**src/hw/rtl/lph_pkg.sv**
```systemverilog
// ----------------------------------------------------------------------------
// lph_pkg
// Types and codes shared by the linear-probe hash table modules.
// ----------------------------------------------------------------------------
package lph_pkg;

    localparam int KIND_W   = 2;
    localparam int KEY_W    = 32;
    localparam int HASH_W   = 32;
    localparam int VAL_W    = 32;
    localparam int STATUS_W = 2;
    localparam int COUNT_W  = 9;
    localparam int SLOT_W   = 2;

    localparam logic [KIND_W-1:0] KIND_PUT    = 2'd0;
    localparam logic [KIND_W-1:0] KIND_GET    = 2'd1;
    localparam logic [KIND_W-1:0] KIND_REMOVE = 2'd2;

    localparam logic [STATUS_W-1:0] RES_OK        = 2'd0;
    localparam logic [STATUS_W-1:0] RES_NOT_FOUND = 2'd1;
    localparam logic [STATUS_W-1:0] RES_FULL      = 2'd2;

    localparam logic [SLOT_W-1:0] SLOT_EMPTY   = 2'd0;
    localparam logic [SLOT_W-1:0] SLOT_LIVE    = 2'd1;
    localparam logic [SLOT_W-1:0] SLOT_DELETED = 2'd2;

    typedef enum logic [1:0] {
        S_CLEAR,
        S_IDLE,
        S_HOME,
        S_PROBE
    } t_state;

    typedef struct packed {
        logic [KEY_W-1:0]  key;
        logic [HASH_W-1:0] hash;
        logic [VAL_W-1:0]  value;
    } t_entry;

    typedef struct packed {
        logic status_we;
        logic data_we;
    } t_store_ctl;

endpackage

```
**src/hw/rtl/lph_home.sv**
```systemverilog
// ----------------------------------------------------------------------------
// lph_home
// Home slot unit: key hash modulo SLOTS. A mask for a power-of-two table,
// otherwise a reciprocal multiply, a subtraction and one correction step.
// ----------------------------------------------------------------------------
module lph_home
    import lph_pkg::*;
#(
    parameter int  SLOTS = 256,
    localparam int IDX_W = $clog2(SLOTS)
) (
    input  logic              i_clk,
    input  logic              i_rst_n,
    input  logic              i_start,
    input  logic [HASH_W-1:0] i_hash,
    output logic              o_done,
    output logic [IDX_W-1:0]  o_home
);

    if ((SLOTS & (SLOTS - 1)) == 0) begin : g_pow2
        logic [IDX_W-1:0] r_home;

        always_ff @(posedge i_clk) begin
            if (!i_rst_n) begin
                r_home <= '0;
            end else if (i_start) begin
                r_home <= i_hash[IDX_W-1:0];
            end
        end

        assign o_home = r_home;
        assign o_done = 1'b1;
    end else begin : g_div
        // quotient estimate is exact or one low; remainder lands below 2*SLOTS
        localparam logic [HASH_W-1:0] RECIP = HASH_W'((64'd1 << HASH_W) / SLOTS);
        localparam logic [IDX_W:0]    MOD   = (IDX_W + 1)'(SLOTS);
        localparam logic [1:0]        STEP_MUL = 2'd0;
        localparam logic [1:0]        STEP_SUB = 2'd1;
        localparam logic [1:0]        STEP_FIX = 2'd2;

        logic [HASH_W-1:0]   r_x;
        logic [HASH_W-1:0]   r_q;
        logic [IDX_W:0]      r_diff;
        logic [IDX_W-1:0]    r_rem;
        logic [1:0]          r_step;
        logic                r_busy;
        logic [2*HASH_W-1:0] prod;
        logic [IDX_W:0]      qm;

        assign prod = (2 * HASH_W)'(r_x) * (2 * HASH_W)'(RECIP);
        assign qm   = r_q[IDX_W:0] * MOD;

        always_ff @(posedge i_clk) begin
            if (!i_rst_n) begin
                r_busy <= 1'b0;
                r_step <= STEP_MUL;
            end else if (i_start) begin
                r_busy <= 1'b1;
                r_step <= STEP_MUL;
            end else if (r_busy) begin
                r_step <= r_step + 2'd1;
                if (r_step == STEP_FIX) begin
                    r_busy <= 1'b0;
                end
            end
        end

        always_ff @(posedge i_clk) begin
            if (i_start) begin
                r_x <= i_hash;
            end else if (r_busy) begin
                case (r_step)
                    STEP_MUL: begin
                        r_q <= prod[2*HASH_W-1:HASH_W];
                    end
                    STEP_SUB: begin
                        r_diff <= r_x[IDX_W:0] - qm;
                    end
                    STEP_FIX: begin
                        r_rem <= (r_diff >= MOD) ? IDX_W'(r_diff - MOD) : r_diff[IDX_W-1:0];
                    end
                    default: begin
                    end
                endcase
            end
        end

        assign o_home = r_rem;
        assign o_done = !r_busy;
    end

endmodule

```
**config.mk**
```make
export PLATFORM = sky130hd
export DESIGN_NAME = lph_home
export DESIGN_NICKNAME = d
export VERILOG_FILES = /design/src/hw/rtl/lph_pkg.sv /design/src/hw/rtl/lph_home.sv
export SDC_FILE = /design/constraint.sdc
export NUM_CORES = 1
export LEC_CHECK = 0
export BUFFER_PORTS_ARGS = -buffer_cell sky130_fd_sc_hd__buf_2
export CORE_AREA = 2 2 39 41
export DETAILED_ROUTE_END_ITERATION = 6
export DIE_AREA = 0 0 41 43
export PLACE_DENSITY = 0.67
export SKIP_CTS_REPAIR_TIMING = 1
export SYNTH_ARGS = -nofsm -noshare
export SYNTH_HDL_FRONTEND = slang
export SYNTH_SLANG_ARGS = --single-unit
```
**constraint.sdc**
```tcl
create_clock -name i_clk -period 0.8 [get_ports i_clk]
set_clock_uncertainty 0.1 [all_clocks]
set_input_delay 0.04 -clock i_clk [delete_from_list [all_inputs] [get_ports i_clk]]
set_output_delay 0.04 -clock i_clk [all_outputs]
set_load 0.05 [all_outputs]
```
==> out/metrics.yaml, run 1 <==
die:
  die_area_sq_um: 1763
  die_h_um: 43
  initial_core_util_pct: 22.60
  die-width_um: 41
  rows: 14
  ioPinCount: 44
  coreArea_sq_um: 1384
sta:
  period_share_pct: 109.0
  hold_viol: 8
  holdWs_ns: -0.04638
  fin_ws_ns: -0.07171
  timing.fmax_ghz: 1.147
  period_needed_ns: 0.8717
  finalSetupViolCount: 8
  rsz0062_at_grt: "yes"
  final_max_slew_viol_count: 0
worst_hold_path:
  hold_path_class: "in2reg"
  hp-start: "i_hash[4]"
logic_synthesis:
  synth-main-ff-cell: "dfxtp_1"
  synth.top_cell.area_share_pct: 51.20
  ys_types: 6
  yosysWarnings: 0
  synth_seq_cells: 8
  synth_common_cells: "dfxtp_1 (8), mux2i_1 (8), nor2b_1 (8)"
  avgSynthCellArea_sq_um: 11.59
  synth.area.top_cells: "dfxtp_1 (51%), mux2i_1 (26%), nor2b_1 (16%)"
  async_flop_share_pct: 0
  syn_nets: 62
  synth_cells: 27
  syn_area_sq_um: 312.8
  synth_seq_area_share_pct: 51.20
  synth_edf_count: 0
  synth_top_area_cell: "dfxtp_1"
power:
  power.total_mw: 0.9702
  p_comb_share_pct: 24.9
  clkPwrFrac_pct: 30.4
  internal_power_mw: 0.6925
  ir_drop_v: 0.001009
  p_sw_share_pct: 28.63
  p_leak_nw: 0.2469
  power.switching_mw: 0.2778
  p_per_area_nw_per_um2: 1808
  pwr-share-seq_pct: 44.7
clocking:
  clk_latency_ns: 0.24
  cts.reportedPaths.clkPinSlew_ns: 0.05
  clkSinkCount: 8
  cts_root_buffer: "clkbuf_4"
  cts_buffer_depth: 2
  cts_tree: "built"
  numCtsBuffers: 3
  htree_levels: 1
final_layout:
  n_antenna_cell: 0
  fill_cells: 137
  syn2layout_area_growth_pct: 71.60
  largest_reg_flops: 8
  seq_area_sq_um: 190.2
  layout-drive-gt1-share_pct: 63.04
  multi_input_area_sq_um: 133.9
  finalNetCount: 83
placed_design:
  dp_hpwl_um: 455.1
  gp_congestion: 0.4905
  port_buffers: 18
critical_path:
  end_kind: "output port"
  rrSetupSlack_ns: 0.06
  worstReg2RegStart: "o_home[6]"
  crit_fanout: 2
  cpPeakStageDelay_ns: 0.34
  crit_family: "flip-flops"
  cp-startpoint: "o_home[1]"
  path_buf_inv: 1
  path_cells: "buf_8"
  cp.required_ns: 0.66
  worst_path_max_delay_cell: "dfxtp_4"
  arrival_ns: 0.73
  path_class: "reg2out"
  critPathLaunchType: "flip-flop"
drt:
  routed_via_density: 4.081
  drcViolationCount: 0
  wl_per_cell_um: 10.39
  vias: 253
  ant_nets: 0
  dr.first_iter.drc_count: 2
  first_pass_iters: 2
  wirelength_um: 644
global_routing:
  grt_overflow_total: 0
  grt_start_max_net_pins: 9
  use_met2_pct: 12.50
  grt-busiest-layer: "met2"
  grtUsageMet3_pct: 9.424
  grt_pass1_wl_um: 945
  grt_usage_pct: 8.853
  grt_pass1_vias: 239
  use_met1_pct: 8.738
  antenna_found_initial: 0
status:
  status: "finished, violations left"
  violations: "hold timing, setup timing"
job:
  maxCapViolCount: 0
[cells in the final DEF, fill, tap and decap left out]
| master | instances |
|---|---|
| buf_2 | 10 |
| buf_8 | 8 |
| clkbuf_4 | 3 |
| conb_1 | 1 |
| dfxtp_4 | 8 |
| mux2i_1 | 8 |
| nor2b_1 | 8 |
[final timing paths]
| check | to | cells past startpoint |
|---|---|---|
| worst max-delay path | o_home[1] | 1 |
| worst min-delay path | o_home[4] | 3 |
| worst max register to register | o_home[6] | 2 |
| worst min register to register | o_home[4] | 2 |
[layer usage]
layer	wire [um]	vias up
li1	-	125
met1	241	115
met2	330	13
met3	72	0
met4	0	0
met5	0	-
[power by group through the flow]
| stage | Clock, mW | Combinational [mW] | Sequential, mW |
|---|---|---|---|
| 2_1_floorplan | 0 | 0.0656 | 0.517 |
| 3_3_place_gp | 0 | 0.195 | 0.430 |
| 3_5_place_dp | 0 | 0.197 | 0.431 |
| 4_1_cts | 0.317 | 0.197 | 0.423 |
| 5_1_grt | 0.348 | 0.256 | 0.436 |
| 6_report | 0.295 | 0.241 | 0.434 |
[logic make-up after synthesis]
| kind of cell | count (synthesis) | share of synthesized area, % |
|---|---|---|
| flip-flops | 8 | 51.20 |
| AND/OR/NAND/NOR | 8 | 16.00 |
| other | 1 | 1.199 |
| buffers and inverters | 2 | 6.001 |
| multiplexers | 8 | 25.60 |
[layout make-up]
class	count	share of cell area (%)
Sequential cell	8	35.43
Timing Repair Buffer	18	31.70
Multi-Input combinational cell	17	24.94
Clock buffer	3	4.196
Tap cell	16	3.730
[per-stage QoR]
step	cells	setup slack, ns	util, %	TNS [ns]	instance area (sq um)
3_5_place_dp	59	0.005212	31.37	0	434.2
2_1_floorplan	27	0.02719	-	0	342.8
6_report	62	-0.07171	38.79	-0.5612	536.8
3_3_place_gp	59	0.02473	31.37	0	434.2
5_1_grt	62	-0.1134	38.79	-0.8449	536.8
4_1_cts	62	-0.1880	33.00	-1.473	456.7
Power figures use the tool's default switching activity.
==> run 2: changes to the inputs <==
- PLACE_DENSITY: 0.67 -> 0.65
- SETUP_SLACK_MARGIN: unset -> 0.05
- clock period: 0.8 -> 1.1 ns (I/O delays scaled with it)
==> run 2 against run 1 <==
  * Worst hold slack gained 0.020 ns
  * Highest routed layer unchanged
  * The run ends with hold timing left
  * Sequential cell count is the same
  * Largest power group unchanged
  * Die area is the same
  * Sequential share of layout area shrank 3.2 points
  * Largest cell class unchanged
==> out/metrics.yaml, run 2 (same netlist as run 1, synthesis figures left out) <==
clocking:
  cts_buffer_depth: 2  # unchanged
  cts.reportedPaths.clkPinSlew_ns: 0.05  # about the same
  cts_root_buffer: "clkbuf_4"  # unchanged
  numCtsBuffers: 3  # unchanged
  clk_latency_ns: 0.24  # about the same
  clkSinkCount: 8  # unchanged
  cts_tree: "built"  # unchanged
  htree_levels: 1  # unchanged
sta:
  fin_tns_setup_ns: 0  # was -0.5612 ns
  holdWs_ns: -0.02648  # was -0.04638 ns
  finalSetupViolCount: 0  # was 8
  final_max_slew_viol_count: 0  # unchanged
  fin_ws_ns: 0.1119  # was -0.07171 ns
  period_needed_ns: 0.9881
  period_share_pct: 89.82
  hold_viol: 1  # was 8
  timing.fmax_ghz: 1.012
  rsz0062_at_grt: "no"  # was yes
critical_path:
  path_cells: "buf_2"  # was buf_8
  end_kind: "output port"  # unchanged
  worst-r2r-cell-count: 2  # unchanged
  worstReg2RegStart: "o_home[2]"  # was o_home[6]
  cpPeakStageDelay_ns: 0.33  # was 0.34 ns
  arrival_ns: 0.83  # was 0.73 ns
  critPathLaunchType: "flip-flop"  # unchanged
  path_buf_inv: 1  # unchanged
  crit_fanout: 2  # unchanged
  path_class: "reg2out"  # unchanged
  worst_path_max_delay_cell: "dfxtp_1"  # was dfxtp_4
  crit_family: "flip-flops"  # unchanged
  reg2reg_to: "o_home[2]"  # was o_home[6]
  cp.required_ns: 0.94  # was 0.66 ns
  rrSetupSlack_ns: 0.40  # was 0.06 ns
die:
  die-width_um: 41  # unchanged
  coreArea_sq_um: 1384  # unchanged
  die_h_um: 43  # unchanged
  die_area_sq_um: 1763  # unchanged
  ioPinCount: 44  # unchanged
  rows: 14  # unchanged
  initial_core_util_pct: 22.60  # unchanged
global_routing:
  grt_start_max_net_pins: 9  # unchanged
  grt_pass1_wl_um: 945  # unchanged
  grt_pass1_vias: 235  # was 239
  antenna_found_initial: 0  # unchanged
  grt_overflow_total: 0  # unchanged
  grt_usage_pct: 8.442  # was 8.853%
placed_design:
  dp.cells: 59  # unchanged
  dp_slack_ns: 0.2975  # was 0.005212 ns
  port_buffers: 18  # unchanged
  gp_congestion: 0.5284  # was 0.4905
  place_area_sq_um: 404.1  # was 434.2 sq um
final_layout:
  n_antenna_cell: 0  # unchanged
  final_common_cell: "buf_2"  # unchanged
  syn2layout_area_growth_pct: 58.80  # was 71.60%
  mostFrequentLayoutCells: "buf_2 (18), mux2i_1 (8), nor2b_1 (8), dfxtp_1 (8), dlygate4sd3_1 (7)"  # was buf_2 (10), mux2i_1 (8), nor2b_1 (8), dfxtp_4 (8), buf_8 (8)
  instances_no_fill: 69  # was 62
  final_area_sq_um: 496.7  # was 536.8 sq um
  finalNetCount: 90  # was 83
  final_core_util_pct: 35.90  # was 38.79%
  fill_cells: 143  # was 137
  layout-drive-gt1-share_pct: 39.62  # was 63.04%
  largest_reg_flops: 8  # unchanged
drt:
  dr.first_iter.drc_count: 0  # was 2
  drcViolationCount: 0  # unchanged
  wl_per_cell_um: 9.536  # was 10.39 um
  routed_via_density: 3.899  # was 4.081
  wirelength_um: 658  # was 644 um
  vias: 269  # was 253
  ant_nets: 0  # unchanged
  first_pass_iters: 1  # was 2
power:
  p_per_area_nw_per_um2: 1403  # was 1808 nW/um^2
  ir_drop_v: 0.0006130  # was 0.001009 V
  power.total_mw: 0.6969  # was 0.9702 mW
  p_leak_nw: 0.2531  # was 0.2469 nW
status:
  violations: "hold timing"  # was hold timing, setup timing
  status: "finished, violations left"  # unchanged
worst_hold_path:
  hold_depth: 3  # unchanged
  hold_path_class: "in2reg"  # unchanged
  hp-start: "i_hash[7]"  # was i_hash[4]
  worst_hold_path.endpoint: "o_home[7]"  # was o_home[4]
job:
  maxCapViolCount: 0  # unchanged
## run 2: cell count changes in the layout (fill, tap and decap cells not counted), sizes merged
cell,delta
dlygate4sd3,+7
## run 2: worst max-delay path by stage
stage           endpoint       from  cells past startpoint
2_1_floorplan  o_home[0]  o_home[0]                      2
6_report       o_home[2]  o_home[2]                      1
5_1_grt        o_home[1]  o_home[1]                      1
3_3_place_gp   o_home[4]    i_start                      3
4_1_cts        o_home[2]  o_home[2]                      1
3_5_place_dp   o_home[2]    i_start                      3
## run 2: report_power, final
part,internal (mW),switching [mW],total (mW),leakage [nW]
registers,0.307,0.00726,0.315,0.0661
clock network,0.125,0.0967,0.221,0.0138
logic,0.0612,0.0998,0.161,0.173
## run 2: layout make-up
cell class              count  area (sq um)  share of cell area, %
clock buffers               3         22.52                  4.534
multi-input cells          17         133.9                  26.95
flip-flops and latches      8         160.2                  32.24
well taps                  16         20.02                  4.030
repair buffers             25         160.2                  32.24
## run 2: worst reg2reg max path, cell delays in order, from the launching register on
cell and delay [ns]:
dfxtp_1 0.31, mux2i_1 0.13, nor2b_1 0.06
## run 2: per-layer routing
layer	GRT usage, %	part of all wire, %	vias up
li1	-	-	141
met1	8.065	45	116
met2	12.81	47	12
met3	7.853	7.9	0
met4	2.000	0	0
met5	0	0	-
==> run 3: changes to the inputs <==
--- a/config.mk
+++ b/config.mk
@@ -7,2 +7,3 @@
 export LEC_CHECK = 0
+export ABC_AREA = 1
 export BUFFER_PORTS_ARGS = -buffer_cell sky130_fd_sc_hd__buf_2
@@ -11,3 +12,4 @@
 export DIE_AREA = 0 0 41 43
-export PLACE_DENSITY = 0.65
+export PLACE_DENSITY = 0.69
+export REMOVE_ABC_BUFFERS = 1
 export SETUP_SLACK_MARGIN = 0.05
--- a/constraint.sdc
+++ b/constraint.sdc
@@ -4,2 +4,2 @@
 set_output_delay 0.055 -clock i_clk [all_outputs]
-set_load 0.05 [all_outputs]
+set_load 0.1 [all_outputs]
==> run 3 against run 2 <==
  * The flow still finishes with violations (hold timing)
  * Largest cell class is now buffers
  * Final area grew 15%
  * Clock power shrank 5%
  * Largest power group unchanged
  * First-iteration DRC count grew 4
  * Clock-buffer cell count is the same
  * Synthesized cell count grew 96%
==> out/metrics.yaml, run 3 <==
final_layout:
  final_area_sq_um: 571.8  # was 496.7 sq um
  fill_cells: 150  # was 143
  layout-drive-gt1-share_pct: 32.86  # was 39.62%
  final_common_cell: "nor2_1"  # was buf_2
  largest_reg_flops: 8  # unchanged
  finalNetCount: 107  # was 90
  n_antenna_cell: 0  # unchanged
  seq_area_sq_um: 160.2  # unchanged
  final_core_util_pct: 41.32  # was 35.90%
  syn2layout_area_growth_pct: 55.44  # was 58.80%
  mostFrequentLayoutCells: "nor2_1 (16), nand2_1 (14), buf_2 (10)"  # was buf_2 (18), mux2i_1 (8), nor2b_1 (8), dfxtp_1 (8), dlygate4sd3_1 (7)
  multi_input_area_sq_um: 128.9  # was 133.9 sq um
  instances_no_fill: 86  # was 69
power:
  p_leak_nw: 0.3103  # was 0.2531 nW
  power.total_mw: 0.8516  # was 0.6969 mW
  p_per_area_nw_per_um2: 1489  # was 1403 nW/um^2
  ir_drop_v: 0.0006360  # was 0.0006130 V
clocking:
  clkSinkCount: 8  # unchanged
  cts_tree: "built"  # unchanged
  cts_buffer_depth: 2  # unchanged
  cts.reportedPaths.clkPinSlew_ns: 0.05  # about the same
  clk_latency_ns: 0.24  # about the same
  numCtsBuffers: 3  # unchanged
  htree_levels: 1  # unchanged
  cts_root_buffer: "clkbuf_4"  # unchanged
placed_design:
  port_buffers: 18  # unchanged
  dp_hpwl_um: 547
  dp.cells: 83  # was 59
  gp_congestion: 0.6153  # was 0.5284
  place_area_sq_um: 549.3  # was 404.1 sq um
sta:
  final_max_slew_viol_count: 0  # unchanged
  rsz0062_at_grt: "no"  # unchanged
  fin_tns_setup_ns: 0  # unchanged
  timing.fmax_ghz: 1.035  # was 1.012 GHz
  finalSetupViolCount: 0  # unchanged
  period_needed_ns: 0.9659  # was 0.9881 ns
  hold_viol: 3  # was 1
  holdWs_ns: -0.003809  # was -0.02648 ns
  period_share_pct: 87.81  # was 89.82%
drt:
  dr.first_iter.drc_count: 4  # was 0
  wirelength_um: 716  # was 658 um
  drcViolationCount: 0  # unchanged
  vias: 320  # was 269
  routed_via_density: 3.721  # was 3.899
  first_pass_iters: 2  # was 1
  ant_nets: 0  # unchanged
  wl_per_cell_um: 8.326  # was 9.536 um
logic_synthesis:
  synth-main-ff-cell: "dfxtp_1"  # unchanged
  synth_cells: 53  # was 27
  synth_seq_cells: 8  # unchanged
  yosys.cell_count.top_type: "nor2_1"
  synth.area.top_cells: "dfxtp_1 (44%), nor2_1 (16%), nand2_1 (14%)"  # was dfxtp_1 (51%), mux2i_1 (26%), nor2b_1 (16%)
  yosysWarnings: 0  # unchanged
  async_flop_share_pct: 0  # unchanged
  ys_types: 9  # was 6
  synth_common_cells: "nor2_1 (16), nand2_1 (14), dfxtp_1 (8), inv_1 (8)"  # was dfxtp_1 (8), mux2i_1 (8), nor2b_1 (8)
  synth_edf_count: 0  # unchanged
  avgSynthCellArea_sq_um: 6.941  # was 11.59 sq um
  synth.top_cell.area_share_pct: 43.54  # was 51.20%
  synth_seq_area_share_pct: 43.54  # was 51.20%
  syn_area_sq_um: 367.9  # was 312.8 sq um
  synth_top_area_cell: "dfxtp_1"  # unchanged
critical_path:
  path_buf_inv: 1  # unchanged
  path_cells: "buf_12"  # was buf_2
  critPathLaunchType: "flip-flop"  # unchanged
  worstReg2RegStart: "o_home[5]"  # was o_home[2]
  rrSetupSlack_ns: 0.41  # was 0.40 ns
  crit_fanout: 2  # unchanged
  path_class: "reg2out"  # unchanged
  reg2reg_to: "o_home[5]"  # was o_home[2]
  worst_path_max_delay_cell: "dfxtp_1"  # unchanged
  arrival_ns: 0.81  # was 0.83 ns
  worst-r2r-cell-count: 2  # unchanged
  cp.required_ns: 0.94  # about the same
  crit_family: "flip-flops"  # unchanged
  end_kind: "output port"  # unchanged
  cpPeakStageDelay_ns: 0.38  # was 0.33 ns
die:
  rows: 14  # unchanged
  coreArea_sq_um: 1384  # unchanged
  die_h_um: 43  # unchanged
  die_area_sq_um: 1763  # unchanged
  die-width_um: 41  # unchanged
  initial_core_util_pct: 26.58  # was 22.60%
  ioPinCount: 44  # unchanged
global_routing:
  grt_overflow_total: 0  # unchanged
  grt_start_max_net_pins: 17  # was 9
  antenna_found_initial: 0  # unchanged
  grt_pass1_vias: 315  # was 235
  grt_usage_pct: 9.668  # was 8.442%
  grt_pass1_wl_um: 1104  # was 945 um
status:
  status: "finished, violations left"  # unchanged
  violations: "hold timing"  # unchanged
worst_hold_path:
  worst_hold_path.endpoint: "o_home[5]"  # was o_home[7]
  hold_depth: 5  # was 3
  hold_path_class: "in2reg"  # unchanged
  hp-start: "i_hash[5]"  # was i_hash[7]
job:
  maxCapViolCount: 0  # unchanged
[run 3: cell types whose count changed after synthesis, sizes merged]
cell / change
buf: +2
inv: +8
mux2i: -8
nand2: +16
nor2: +16
nor2b: -8
[run 3: worst max path at each step]
stage                   start   endpoint  slack [ns]  cells past startpoint
floorplan           o_home[5]  o_home[5]       -0.21                      2
global placement      i_start  o_home[7]        0.39                      4
detailed placement    i_start  o_home[0]        0.37                      4
CTS                 o_home[3]  o_home[3]        0.12                      1
global route        o_home[3]  o_home[3]        0.09                      1
finish              o_home[3]  o_home[3]        0.13                      1
[run 3: cell type report]
class	instances	share of cell area (%)
flip-flops and latches	8	28.01
clock buffers	3	3.939
repair buffers	18	36.76
inverters	8	5.252
multi-input cells	33	22.54
well taps	16	3.501
[run 3: logic make-up after synthesis]
logic type             after synthesis  synth area share, %
other                                1                1.019
buffers and inverters               12                21.43
flip-flops                           8                43.54
AND/OR/NAND/NOR                     32                34.01
[run 3: through the flow]
step	hold WS (ns)	setup WS, ns
2_1_floorplan	0.07533	-0.2068
3_3_place_gp	0.2396	0.3885
3_5_place_dp	0.2447	0.3722
4_1_cts	-0.01448	0.1166
5_1_grt	0.02282	0.09451
6_report	-0.003809	0.1341
[run 3: power by group]
| part | internal, mW | switching [mW] |
|---|---|---|
| registers | 0.311 | 0.0205 |
| clock network | 0.124 | 0.0861 |
| logic | 0.104 | 0.206 |
| total | 0.539 | 0.312 |
[run 3: routing by layer]
layer  global-route usage (%)  routed length (um)
met5                        0                   0
met4                    10.00                   0
met3                    1.571                  31
met2                    16.56                 400
met1                    8.117                 283
